--- src/rtl/hall_sensor_angle_speed_estimator_core_macros.svh ---
// Assertion macros shared by the estimator RTL
`ifndef HALL_SENSOR_ANGLE_SPEED_ESTIMATOR_CORE_MACROS_SVH
`define HALL_SENSOR_ANGLE_SPEED_ESTIMATOR_CORE_MACROS_SVH
`ifndef NO_ASSERTIONS
`define HSE_ASSERT(label, clk, rstn, prop, msg) \
    label: assert property (@(posedge clk) disable iff (!rstn) prop) else $error(msg);
`define HSE_ASSERT_RST(label, clk, prop, msg) \
    label: assert property (@(posedge clk) prop) else $error(msg);
`else
`define HSE_ASSERT(label, clk, rstn, prop, msg)
`define HSE_ASSERT_RST(label, clk, prop, msg)
`endif
`endif

--- src/rtl/hse_pkg.sv ---
package hse_pkg;
    localparam int TW = 32;
    localparam int AW = 24;
    localparam logic [AW-1:0] HALF_TURN = 24'h800000;
    localparam logic [AW-1:0] SIXTH     = 24'd2796202;
    localparam logic [AW-1:0] TWELFTH   = 24'd1398101;
    localparam logic [AW-1:0] JUMP_LIMIT = 24'd2842806;
    localparam logic [9:0]   TICKS_PER_SECOND = 10'd1000;

    localparam logic [1:0] REQ_EDGE   = 2'd0;
    localparam logic [1:0] REQ_TICK   = 2'd1;
    localparam logic [1:0] REQ_UPDATE = 2'd2;

    localparam logic [2:0] REG_USER_DIR  = 3'd0;
    localparam logic [2:0] REG_ANGLE_MODE = 3'd1;
    localparam logic [2:0] REG_OFFSET    = 3'd2;
    localparam logic [2:0] REG_SCALE     = 3'd3;
    localparam logic [2:0] REG_TIMEOUT   = 3'd4;
    localparam logic [2:0] REG_SPEED_MIN = 3'd5;
    localparam logic [2:0] REG_WRONG_LIM = 3'd6;

    // controller -> datapath commands
    typedef struct packed {
        logic load;       // latch input beat
        logic do_edge;
        logic do_tick;
        logic upd_pre;    // speed divider start setup
        logic div_start;
        logic div_sel;    // 0 speed divide, 1 angle divide
        logic upd_speed;  // take speed quotient
        logic upd_angle;  // take angle quotient or midpoint, finish
    } hse_cmd_t;

    typedef struct packed {
        logic div_done;
        logic speed_div_needed;
        logic angle_div_needed;
    } hse_stat_t;

    function automatic logic [AW-1:0] sector_of_code(input logic [2:0] code,
                                                     input logic [AW-1:0] keep);
        case (code)
            3'd5: sector_of_code = '0;
            3'd4: sector_of_code = 24'd2796202;
            3'd6: sector_of_code = 24'd5592405;
            3'd2: sector_of_code = 24'd8388608;
            3'd3: sector_of_code = 24'd11184810;
            3'd1: sector_of_code = 24'd13981013;
            default: sector_of_code = keep;
        endcase
    endfunction
endpackage

--- src/rtl/hse_divider.sv ---
// Restoring divider, 56-bit dividend / 32-bit divisor, one bit per cycle
module hse_divider import hse_pkg::*; (
    input  logic        aclk,
    input  logic        aresetn,
    input  logic        start,
    input  logic [55:0] dividend,
    input  logic [31:0] divisor,
    output logic        done,
    output logic [55:0] quotient
);
    logic [55:0] q_reg, q_next;
    logic [32:0] r_reg, r_next;
    logic [31:0] d_reg, d_next;
    logic [5:0]  cnt_reg, cnt_next;
    logic        busy_reg, busy_next;
    logic        done_reg, done_next;
    logic [32:0] trial;

    assign trial = {r_reg[31:0], q_reg[55]};

    always_comb begin
        q_next = q_reg; r_next = r_reg; d_next = d_reg;
        cnt_next = cnt_reg; busy_next = busy_reg; done_next = 1'b0;
        if (start) begin
            q_next = dividend; r_next = '0; d_next = divisor;
            cnt_next = 6'd56; busy_next = 1'b1;
        end else if (busy_reg) begin
            if (trial >= {1'b0, d_reg}) begin
                r_next = trial - {1'b0, d_reg};
                q_next = {q_reg[54:0], 1'b1};
            end else begin
                r_next = trial;
                q_next = {q_reg[54:0], 1'b0};
            end
            cnt_next = cnt_reg - 6'd1;
            if (cnt_reg == 6'd1) begin
                busy_next = 1'b0;
                done_next = 1'b1;
            end
        end
    end

    always_ff @(posedge aclk) begin
        q_reg <= q_next; r_reg <= r_next; d_reg <= d_next; cnt_reg <= cnt_next;
        if (!aresetn) begin
            busy_reg <= 1'b0; done_reg <= 1'b0;
        end else begin
            busy_reg <= busy_next; done_reg <= done_next;
        end
    end

    assign done = done_reg;
    assign quotient = q_reg;
endmodule

--- src/rtl/hse_datapath.sv ---
// Estimator state and arithmetic
module hse_datapath import hse_pkg::*; (
    input  logic        aclk,
    input  logic        aresetn,
    input  hse_cmd_t    cmd,
    output hse_stat_t   stat,
    input  logic [1:0]  in_channel,
    input  logic [31:0] in_time,
    input  logic [2:0]  in_levels,
    input  logic        user_direction,
    input  logic        angle_mode,
    input  logic [23:0] angle_offset,
    input  logic [31:0] speed_scale,
    input  logic [15:0] timeout_ms,
    input  logic [30:0] speed_min,
    input  logic [15:0] wrong_code_limit,
    output logic [79:0] res_data
);
    logic [1:0]  ch_reg;
    logic [31:0] t_reg;
    logic [2:0]  lv_reg;
    logic [23:0] sector_reg, prev_sector_reg, angle_reg;
    logic [1:0]  last_ch_reg, seen_reg;
    logic        dir_reg, dir_prev_reg, timed_out_reg, above_reg, fault_reg;
    logic [15:0] ms_reg, wrong_total_reg, wrong_sec_reg;
    logic [9:0]  sec_ticks_reg;
    logic [31:0] sper_reg, cper_reg, last_t_reg, speed_reg;
    logic [31:0] ch_time_reg [3];

    logic        div_done;
    logic [55:0] div_q, div_a;
    logic [31:0] div_b;

    // edge and update path arithmetic
    logic [2:0]  code;
    logic [23:0] new_sec, x, diff;
    logic        wrong;
    logic [31:0] dt;
    logic [34:0] sp;
    logic [1:0]  ch_p1, ch_p2;
    logic [31:0] mag, spd_cur, dt_upd;
    logic [23:0] frac, frac_div;
    logic        neg, ang_div;

    always_comb begin
        code = user_direction ? {lv_reg[0], lv_reg[1], lv_reg[2]} : lv_reg;
        new_sec = sector_of_code(code, sector_reg);
        x = new_sec - prev_sector_reg + HALF_TURN;
        diff = (x >= HALF_TURN) ? (x - HALF_TURN) : (HALF_TURN - x);
        wrong = diff > JUMP_LIMIT;
        dt = t_reg - last_t_reg;
        sp = {3'b0, dt} * 35'd6;
        ch_p1 = (ch_reg == 2'd2) ? 2'd0 : ch_reg + 2'd1;
        ch_p2 = (ch_reg == 2'd0) ? 2'd2 : ch_reg - 2'd1;
        dt_upd = t_reg - last_t_reg;
        // speed quotient saturated and signed
        mag = (div_q > 56'h7FFFFFFF) ? 32'h7FFFFFFF : div_q[31:0];
        neg = dir_reg ^ user_direction;
        spd_cur = neg ? (32'd0 - mag) : mag;
        frac_div = (div_q >= {32'd0, SIXTH}) ? SIXTH : div_q[23:0];
        ang_div = (speed_reg != 32'd0) && angle_mode && (sper_reg != 32'd0);
        frac = ang_div ? frac_div : TWELFTH;
        if (dir_reg) frac = SIXTH - frac;
        if (user_direction) frac = SIXTH - frac;
        div_a = cmd.div_sel ? {dt_upd, 24'd0} : {speed_scale, 24'd0};
        div_b = cmd.div_sel ? sper_reg : cper_reg;
    end

    assign stat.div_done = div_done;
    assign stat.speed_div_needed = (cper_reg != 32'd0) && !timed_out_reg
                                   && !(ms_reg > timeout_ms);
    assign stat.angle_div_needed = ang_div;

    hse_divider u_div (
        .aclk(aclk), .aresetn(aresetn), .start(cmd.div_start),
        .dividend(div_a), .divisor(div_b), .done(div_done), .quotient(div_q)
    );

    // payload capture
    always_ff @(posedge aclk) begin
        if (cmd.load) begin
            ch_reg <= in_channel; t_reg <= in_time; lv_reg <= in_levels;
        end
    end

    always_ff @(posedge aclk) begin
        if (!aresetn) begin
            sector_reg <= '0; prev_sector_reg <= '0; angle_reg <= '0;
            last_ch_reg <= '0; seen_reg <= '0; dir_reg <= 1'b0;
            dir_prev_reg <= 1'b0; timed_out_reg <= 1'b0; above_reg <= 1'b0;
            fault_reg <= 1'b0; ms_reg <= '0; wrong_total_reg <= '0;
            wrong_sec_reg <= '0; sec_ticks_reg <= '0; sper_reg <= '0;
            cper_reg <= '0; last_t_reg <= '0; speed_reg <= '0;
            ch_time_reg[0] <= '0; ch_time_reg[1] <= '0; ch_time_reg[2] <= '0;
        end else begin
            if (cmd.do_edge && ch_reg != 2'd3) begin
                sector_reg <= new_sec;
                prev_sector_reg <= new_sec;
                if (wrong) begin
                    if (wrong_total_reg != 16'hFFFF) wrong_total_reg <= wrong_total_reg + 16'd1;
                    if (wrong_sec_reg != 16'hFFFF) wrong_sec_reg <= wrong_sec_reg + 16'd1;
                end
                if (seen_reg >= 2'd2) begin
                    timed_out_reg <= ms_reg > timeout_ms;
                    if (ms_reg > timeout_ms) speed_reg <= '0;
                    if (last_ch_reg == ch_p2) begin
                        dir_reg <= 1'b0; dir_prev_reg <= 1'b0;
                    end else if (last_ch_reg == ch_p1) begin
                        dir_reg <= 1'b1; dir_prev_reg <= 1'b1;
                    end else begin
                        dir_reg <= ~dir_prev_reg; dir_prev_reg <= ~dir_prev_reg;
                    end
                    sper_reg <= (sp[34:32] != 3'd0) ? 32'hFFFFFFFF : sp[31:0];
                    cper_reg <= t_reg - ch_time_reg[ch_reg];
                end else begin
                    sper_reg <= '0; cper_reg <= '0;
                end
                last_t_reg <= t_reg;
                ch_time_reg[ch_reg] <= t_reg;
                if (seen_reg != 2'd3) seen_reg <= seen_reg + 2'd1;
                ms_reg <= '0;
                last_ch_reg <= ch_reg;
            end
            if (cmd.do_tick) begin
                if (ms_reg != 16'hFFFF) ms_reg <= ms_reg + 16'd1;
                if (sec_ticks_reg + 10'd1 > TICKS_PER_SECOND) begin
                    fault_reg <= wrong_sec_reg > wrong_code_limit;
                    wrong_sec_reg <= '0;
                    sec_ticks_reg <= '0;
                end else begin
                    sec_ticks_reg <= sec_ticks_reg + 10'd1;
                end
            end
            // update: speed first (zero unless divided), then timeout
            if (cmd.upd_pre) begin
                speed_reg <= '0;
                if (ms_reg > timeout_ms) timed_out_reg <= 1'b1;
                above_reg <= 1'b0;
            end
            if (cmd.upd_speed) begin
                speed_reg <= spd_cur;
                above_reg <= {1'b0, mag[30:0]} > {1'b0, speed_min} || mag[31];
            end
            if (cmd.upd_angle)
                angle_reg <= sector_reg + frac + angle_offset;
        end
    end

    assign res_data = {4'd0, wrong_total_reg, fault_reg, above_reg, timed_out_reg,
                       dir_reg, speed_reg, angle_reg};

    `include "hall_sensor_angle_speed_estimator_core_macros.svh"
    `HSE_ASSERT(a_seen_sat, aclk, aresetn, (seen_reg == 2'd3) |=> (seen_reg == 2'd3), "seen")
    `HSE_ASSERT(a_edge_clr_ms, aclk, aresetn, (cmd.do_edge && ch_reg != 2'd3) |=> (ms_reg == 16'd0), "ms")
    `HSE_ASSERT(a_sec_range, aclk, aresetn, $past(sec_ticks_reg) <= TICKS_PER_SECOND |-> sec_ticks_reg <= TICKS_PER_SECOND, "sec")
endmodule

--- src/rtl/hse_ctrl.sv ---
// Sequencer: accept, run edge/tick/update, present result
module hse_ctrl import hse_pkg::*; (
    input  logic        aclk,
    input  logic        aresetn,
    input  logic        s_tvalid,
    output logic        s_tready,
    input  logic [1:0]  req,
    output logic        m_tvalid,
    input  logic        m_tready,
    output hse_cmd_t    cmd,
    input  hse_stat_t   stat
);
    localparam logic [2:0] S_IDLE = 3'd0, S_EXEC = 3'd1, S_SDIV = 3'd2,
                           S_ASTART = 3'd3, S_ADIV = 3'd4, S_OUT = 3'd5;
    logic [2:0] state_reg, state_next;
    logic [1:0] req_reg;
    logic       mv_reg, mv_next;

    assign s_tready = (state_reg == S_IDLE) && !mv_reg;
    assign m_tvalid = mv_reg;

    always_ff @(posedge aclk) begin
        if (s_tvalid && s_tready) req_reg <= req;
        if (!aresetn) begin
            state_reg <= S_IDLE; mv_reg <= 1'b0;
        end else begin
            state_reg <= state_next; mv_reg <= mv_next;
        end
    end

    always_comb begin
        cmd = '0;
        state_next = state_reg;
        mv_next = mv_reg && !m_tready;
        unique case (state_reg)
            S_IDLE: begin
                if (s_tvalid && s_tready) begin
                    cmd.load = 1'b1; state_next = S_EXEC;
                end
            end
            S_EXEC: begin
                cmd.do_edge = (req_reg == REQ_EDGE);
                cmd.do_tick = (req_reg == REQ_TICK);
                if (req_reg == REQ_UPDATE) begin
                    cmd.upd_pre = 1'b1;
                    if (stat.speed_div_needed) begin
                        cmd.div_start = 1'b1; state_next = S_SDIV;
                    end else state_next = S_ASTART;
                end else state_next = S_OUT;
            end
            S_SDIV: if (stat.div_done) begin
                cmd.upd_speed = 1'b1; state_next = S_ASTART;
            end
            S_ASTART: begin
                cmd.div_sel = 1'b1;
                if (stat.angle_div_needed) begin
                    cmd.div_start = 1'b1; state_next = S_ADIV;
                end else begin
                    cmd.upd_angle = 1'b1; state_next = S_OUT;
                end
            end
            S_ADIV: begin
                cmd.div_sel = 1'b1;
                if (stat.div_done) begin
                    cmd.upd_angle = 1'b1; state_next = S_OUT;
                end
            end
            S_OUT: begin
                mv_next = 1'b1; state_next = S_IDLE;
            end
            default: state_next = S_IDLE;
        endcase
    end

    `include "hall_sensor_angle_speed_estimator_core_macros.svh"
    `HSE_ASSERT(a_no_accept_busy, aclk, aresetn, (state_reg != S_IDLE) |-> !s_tready, "busy accept")
    `HSE_ASSERT(a_out_after, aclk, aresetn, (state_reg == S_OUT) |=> m_tvalid, "no result")
    `HSE_ASSERT_RST(a_rst, aclk, !aresetn |=> (state_reg == S_IDLE && !m_tvalid), "reset")
endmodule

--- src/rtl/hall_sensor_angle_speed_estimator_core.sv ---
// Hall sensor angle/speed estimator. Beats carry an edge capture, a 1 ms tick or an
// update request, the kind of beat in s_tuser; each beat yields one result beat with
// the state after it. An edge, a tick or a reserved beat passes through the execute and
// output states before its result is presented; an update runs up to two 56-step passes
// of the bit-serial divider shared by the speed and in-sector angle divisions. One beat
// is processed at a time; the next is taken in the cycle after the result has been
// accepted.
module hall_sensor_angle_speed_estimator_core import hse_pkg::*; (
    input  logic        aclk,
    input  logic        aresetn,
    input  logic        s_tvalid,
    output logic        s_tready,
    input  logic [1:0]  s_tuser,   // req_type[1:0]
    input  logic [39:0] s_tdata,   // channel[1:0], timestamp[33:2], hall_levels[36:34]
    output logic        m_tvalid,
    input  logic        m_tready,
    output logic [79:0] m_tdata,   // angle[23:0], speed[55:24], direction[56], zero_speed[57],
                                   // above_min_speed[58], sensor_fault[59], wrong_code_count[75:60]
    input  logic        cfg_we,
    input  logic [2:0]  cfg_index,
    input  logic [31:0] cfg_wdata
);
    logic        udir_reg, amode_reg;
    logic [23:0] offset_reg;
    logic [31:0] scale_reg;
    logic [15:0] timeout_reg, wlim_reg;
    logic [30:0] smin_reg;
    hse_cmd_t    cmd;
    hse_stat_t   stat;

    // configuration registers
    always_ff @(posedge aclk) begin
        if (!aresetn) begin
            udir_reg <= 1'b0; amode_reg <= 1'b1; offset_reg <= '0; scale_reg <= '0;
            timeout_reg <= 16'd1000; smin_reg <= '0; wlim_reg <= 16'd10;
        end else if (cfg_we) begin
            unique case (cfg_index)
                REG_USER_DIR:   udir_reg <= cfg_wdata[0];
                REG_ANGLE_MODE: amode_reg <= cfg_wdata[0];
                REG_OFFSET:     offset_reg <= cfg_wdata[23:0];
                REG_SCALE:      scale_reg <= cfg_wdata;
                REG_TIMEOUT:    timeout_reg <= cfg_wdata[15:0];
                REG_SPEED_MIN:  smin_reg <= cfg_wdata[30:0];
                REG_WRONG_LIM:  wlim_reg <= cfg_wdata[15:0];
                default: ;
            endcase
        end
    end

    hse_ctrl u_ctrl (
        .aclk(aclk), .aresetn(aresetn), .s_tvalid(s_tvalid), .s_tready(s_tready),
        .req(s_tuser), .m_tvalid(m_tvalid), .m_tready(m_tready),
        .cmd(cmd), .stat(stat)
    );

    hse_datapath u_dp (
        .aclk(aclk), .aresetn(aresetn), .cmd(cmd), .stat(stat),
        .in_channel(s_tdata[1:0]), .in_time(s_tdata[33:2]),
        .in_levels(s_tdata[36:34]), .user_direction(udir_reg), .angle_mode(amode_reg),
        .angle_offset(offset_reg), .speed_scale(scale_reg), .timeout_ms(timeout_reg),
        .speed_min(smin_reg), .wrong_code_limit(wlim_reg), .res_data(m_tdata)
    );
endmodule

--- config.mk ---
export PLATFORM = sky130hd
export DESIGN_NAME = hall_sensor_angle_speed_estimator_core
export DESIGN_NICKNAME = d
export VERILOG_FILES = /design/src/rtl/hse_pkg.sv /design/src/rtl/hse_divider.sv /design/src/rtl/hse_datapath.sv /design/src/rtl/hse_ctrl.sv /design/src/rtl/hall_sensor_angle_speed_estimator_core.sv
export VERILOG_INCLUDE_DIRS = /design/src /design/src/rtl
export SDC_FILE = /design/constraint.sdc
export NUM_CORES = 2
export LEC_CHECK = 0
export BUFFER_PORTS_ARGS = -buffer_cell sky130_fd_sc_hd__buf_2
export CAP_MARGIN = 20
export CORE_UTILIZATION = 60
export CTS_CLUSTER_DIAMETER = 40
export DETAILED_ROUTE_END_ITERATION = 8
export MAX_ROUTING_LAYER = met4
export PLACE_DENSITY = 0.78
export RECOVER_POWER = 50
export SLEW_MARGIN = 0
export SYNTH_ARGS = -nofsm -noshare
export SYNTH_HDL_FRONTEND = slang
export SYNTH_SLANG_ARGS = --single-unit
--- constraint.sdc ---
create_clock -name aclk -period 13.1 [get_ports aclk]
set_input_delay 2.62 -clock aclk [delete_from_list [all_inputs] [get_ports aclk]]
set_output_delay 2.62 -clock aclk [all_outputs]
set_load 0.005 [all_outputs]
==> results.md <==
- Clock skew: 0.0495 ns
- Routability cong.: just under 1
- Num ports: ~160
- Initial core utilization: about 60%
- Max transition margin: -119%
- Hold wc startpoint: u_dp.angle_reg[3]$_SDFFE_PN0P_
- CTS Buffer Depth: 3
- Post-Synth XOR/XNOR Area: 4.87%
- PortBufs: 156
- Reg clk slew, reported paths: 0.06 ns
- Synth Area in Simple Gates: roughly a fifth
- Die area: approximately 0.070 sq mm
- Maximum number of pins on one net before global-route repair: 170
- EDFF count, synth: between 200 and 300
- Slowest CP cell: nand3_1
- Crit path launch type: flip-flop
- Row cnt: 95
- Vias/cell: between 6 and 7
- Outcome: finished, violations left
- CP Max Fanout: 21
- Req. time, crit path: between 10 and 15 ns
- Max VDD drop: ~0.13 mV
- Vias: 35900
- Design area: roughly 0.047 sq mm
- Seq/Total Area, Yosys: 38.3%
- CP Class: flip-flop to flip-flop
- Drt wl/cell: approximately 19 microns
- Residual DRC: 0
- Arr. time, crit path: roughly 8.9 ns
- Nets: 5334
- Tmin final: about 8.4 ns
- CTS hold repair buffers: 0
- Leakage Power: 0.0181 uW
- Synth Area in Adders: roughly 9.8%
- Failing checks: max-capacitance violations, max-slew violations
- Worst reg2reg path endpoint: u_dp.angle_reg[23]$_SDFFE_PN0P_
- Netlist Area Pre-Place: between 0.04 and 0.05 sq mm
- R2R cell count: 29
- Clock root buffer: clkbuf_16
- CP peak stage delay: 0.63 ns
- Synth Area in Compound Gates: between 15 and 20%
- Hold worst-path end: u_dp.angle_reg[3]$_SDFFE_PN0P_
- Resized cells post-CTS: 0
- Initial antenna violation count: 0
- Post-synthesis mux area share: about 3.2%
- Max Transition Viols Final: 327
- RSZ-0062 raised after global routing: false
- Total track usage: roughly a third
- Worst-skew pair later-pin latency: approximately 0.68 ns
- DRT iter0 DRCs: 3541
- Distinct cells, synth: roughly 110
- Yosys top cell by area: dfxtp_1
- Share of flip-flops with an asynchronous set or reset: 0%
- Drt pass-1 iters: 6
- PwrDens: ~180 mW/mm^2
- Count leader, synth: nand2_1
- Top_reg_cell synth: dfxtp_1
- Post-DRT Antenna Nets: 0
- Final setup fails: 0
- Setup TNS: 0 ns
- Crit end category: flip-flop
- Final hold viol count: 0
- Post-DP Area: 0.0429 sq mm
- Die H: about 260 microns
- Area contributors post-synth: dfxtp_1 (20%), edfxtp_1 (19%), ha_1 (8.4%), nand2_1 (6.4%), a21oi_1 (5.3%)
- Area Overhead vs Synth: 12.6%
- Worst R2R Setup Slack: ~4.7 ns
- Max reg flops: roughly 130
- Layout filler cell count: 5384
- Commonest cells in the netlist: nand2_1 (704), a21oi_1 (442), dfxtp_1 (409)
- Total grt overflow: 0
- Mapped Cells: 4836
- Synth top area share: 19.8%
- Vias in the first global route: between 30000 and 40000
- Routed wire length: approximately 110 mm
- #FFs+latches synth: 664
- Worst Hold Depth: 2
- Max Cap Viol: 8
- Synthesized area per cell: 8.55 sq um
- TritonCTS clock tree: yes
- Postcts setup bufs: 0
- Area of the core: ~0.068 sq mm
- Area of the multi-input gates: about 0.023 sq mm
- Worst-Margin Slew: about 3.3 ns
- Detail Placement HPWL: approximately 80 mm
- Final period utilization: 64.1%
- Fmax: about 120 MHz
- Layout cells sized above 1: under 10%
- Die W: 265 microns
- RR Startpoint: u_dp.u_div.quotient[21]$_SDFFCE_PP0P_
- H-Tree Depth: 3
- First-pass GRT wire length: 179 mm
- Sink Count: around 660
- Worst Hold Class: flip-flop to flip-flop
- FF/Latch Area: roughly 0.016 sq mm
- Count of warnings emitted by yosys: 0
- Largest family of logic cells by synthesized area: simple AND/OR/NAND/NOR gates
- Inserted Clock Buffers: about 110
how the worst max path moves through the flow:
stage                                               start                               to  slack, ns
detailed placement  u_dp.u_div.quotient[21]$_SDFFCE_PP0P_  u_dp.angle_reg[23]$_SDFFE_PN0P_       4.89
floorplan           u_dp.u_div.quotient[21]$_SDFFCE_PP0P_  u_dp.angle_reg[23]$_SDFFE_PN0P_       6.00
global placement    u_dp.u_div.quotient[21]$_SDFFCE_PP0P_  u_dp.angle_reg[23]$_SDFFE_PN0P_       5.00
CTS                 u_dp.u_div.quotient[21]$_SDFFCE_PP0P_  u_dp.angle_reg[23]$_SDFFE_PN0P_       4.84
finish              u_dp.u_div.quotient[21]$_SDFFCE_PP0P_  u_dp.angle_reg[23]$_SDFFE_PN0P_       4.70
global route        u_dp.u_div.quotient[21]$_SDFFCE_PP0P_  u_dp.angle_reg[23]$_SDFFE_PN0P_       4.18
layout by cell type, fill, tap and decap left out, types with 37 or more instances in the layout:
master / n
a211oi_1: 57
a21o_1: 66
a21oi_1: 439
a22oi_1: 45
a31oi_1: 64
and2_0: 59
and2_1: 56
and3_1: 49
buf_2: 111
buf_4: 37
clkbuf_1: 59
clkbuf_16: 111
dfxtp_1: 407
edfxtp_1: 255
ha_1: 278
inv_1: 338
mux2i_1: 52
nand2_1: 704
nand2b_1: 42
nand3_1: 70
nand4_1: 50
nor2_1: 402
nor2b_1: 60
nor3_1: 71
nor4_1: 59
o211ai_1: 37
o21a_1: 72
o21ai_0: 181
or3_1: 62
xnor2_1: 154
xor2_1: 71
cells by family after synthesis:
logic type / after synthesis
AO/OA/AOI/OAI: 1179
multiplexers: 92
other: 1
XOR/XNOR: 227
AND/OR/NAND/NOR: 1786
flip-flops: 664
adder cells (fa/ha/maj): 307
buffers and inverters: 580
per-stage QoR:
stage	worst slack [ns]	instances	hold slack, ns	power [uW]	utilization, %
2_1_floorplan	6.00	4871	0.432	4730	-
3_3_place_gp	5.00	5706	0.437	5320	63.3
3_5_place_dp	4.89	5708	0.442	5370	63.4
4_1_cts	4.84	5912	0.450	8340	69.0
5_1_grt	4.18	5913	0.465	8790	68.9
6_report	4.70	5914	0.448	8360	68.9
worst max-delay path, delay by kind of cell (launching register included):
kind | cells | cell delay (ns)
AO/OA/AOI/OAI | 12 | 3.51
XOR/XNOR | 1 | 0.17
adder cells (fa/ha/maj) | 3 | 1.16
buffers and inverters | 2 | 0.25
flip-flops | 1 | 0.52
multiplexers | 1 | 0.14
AND/OR/NAND/NOR | 10 | 2.52
area by class of cell:
cell class,instances,area share [%]
tap,873,2.34
antenna,1,0.00537
clock inverter,80,1.98
clock buffer,124,6.22
multi-input combinational,3627,50.4
sequential,664,34.0
timing repair buffer,204,2.28
inverter,341,2.76
power breakdown:
part / switching [uW] / internal (uW) / total [uW]
registers: 118 / 2280 / 2400
clock network: 1140 / 1810 / 2950
logic: 1840 / 1180 / 3020
per-layer routing:
layer  global-route usage [%]  wire length [microns]  vias to the layer above
met2                     50.1                  50000                     1418
met1                     44.6                  49600                    17000
met3                     4.49                   9550                      211
met5                        -                      0                        -
li1                         -                      -                    17300
met4                     11.5                   3760                        0
(Power assumes the default switching activity.)
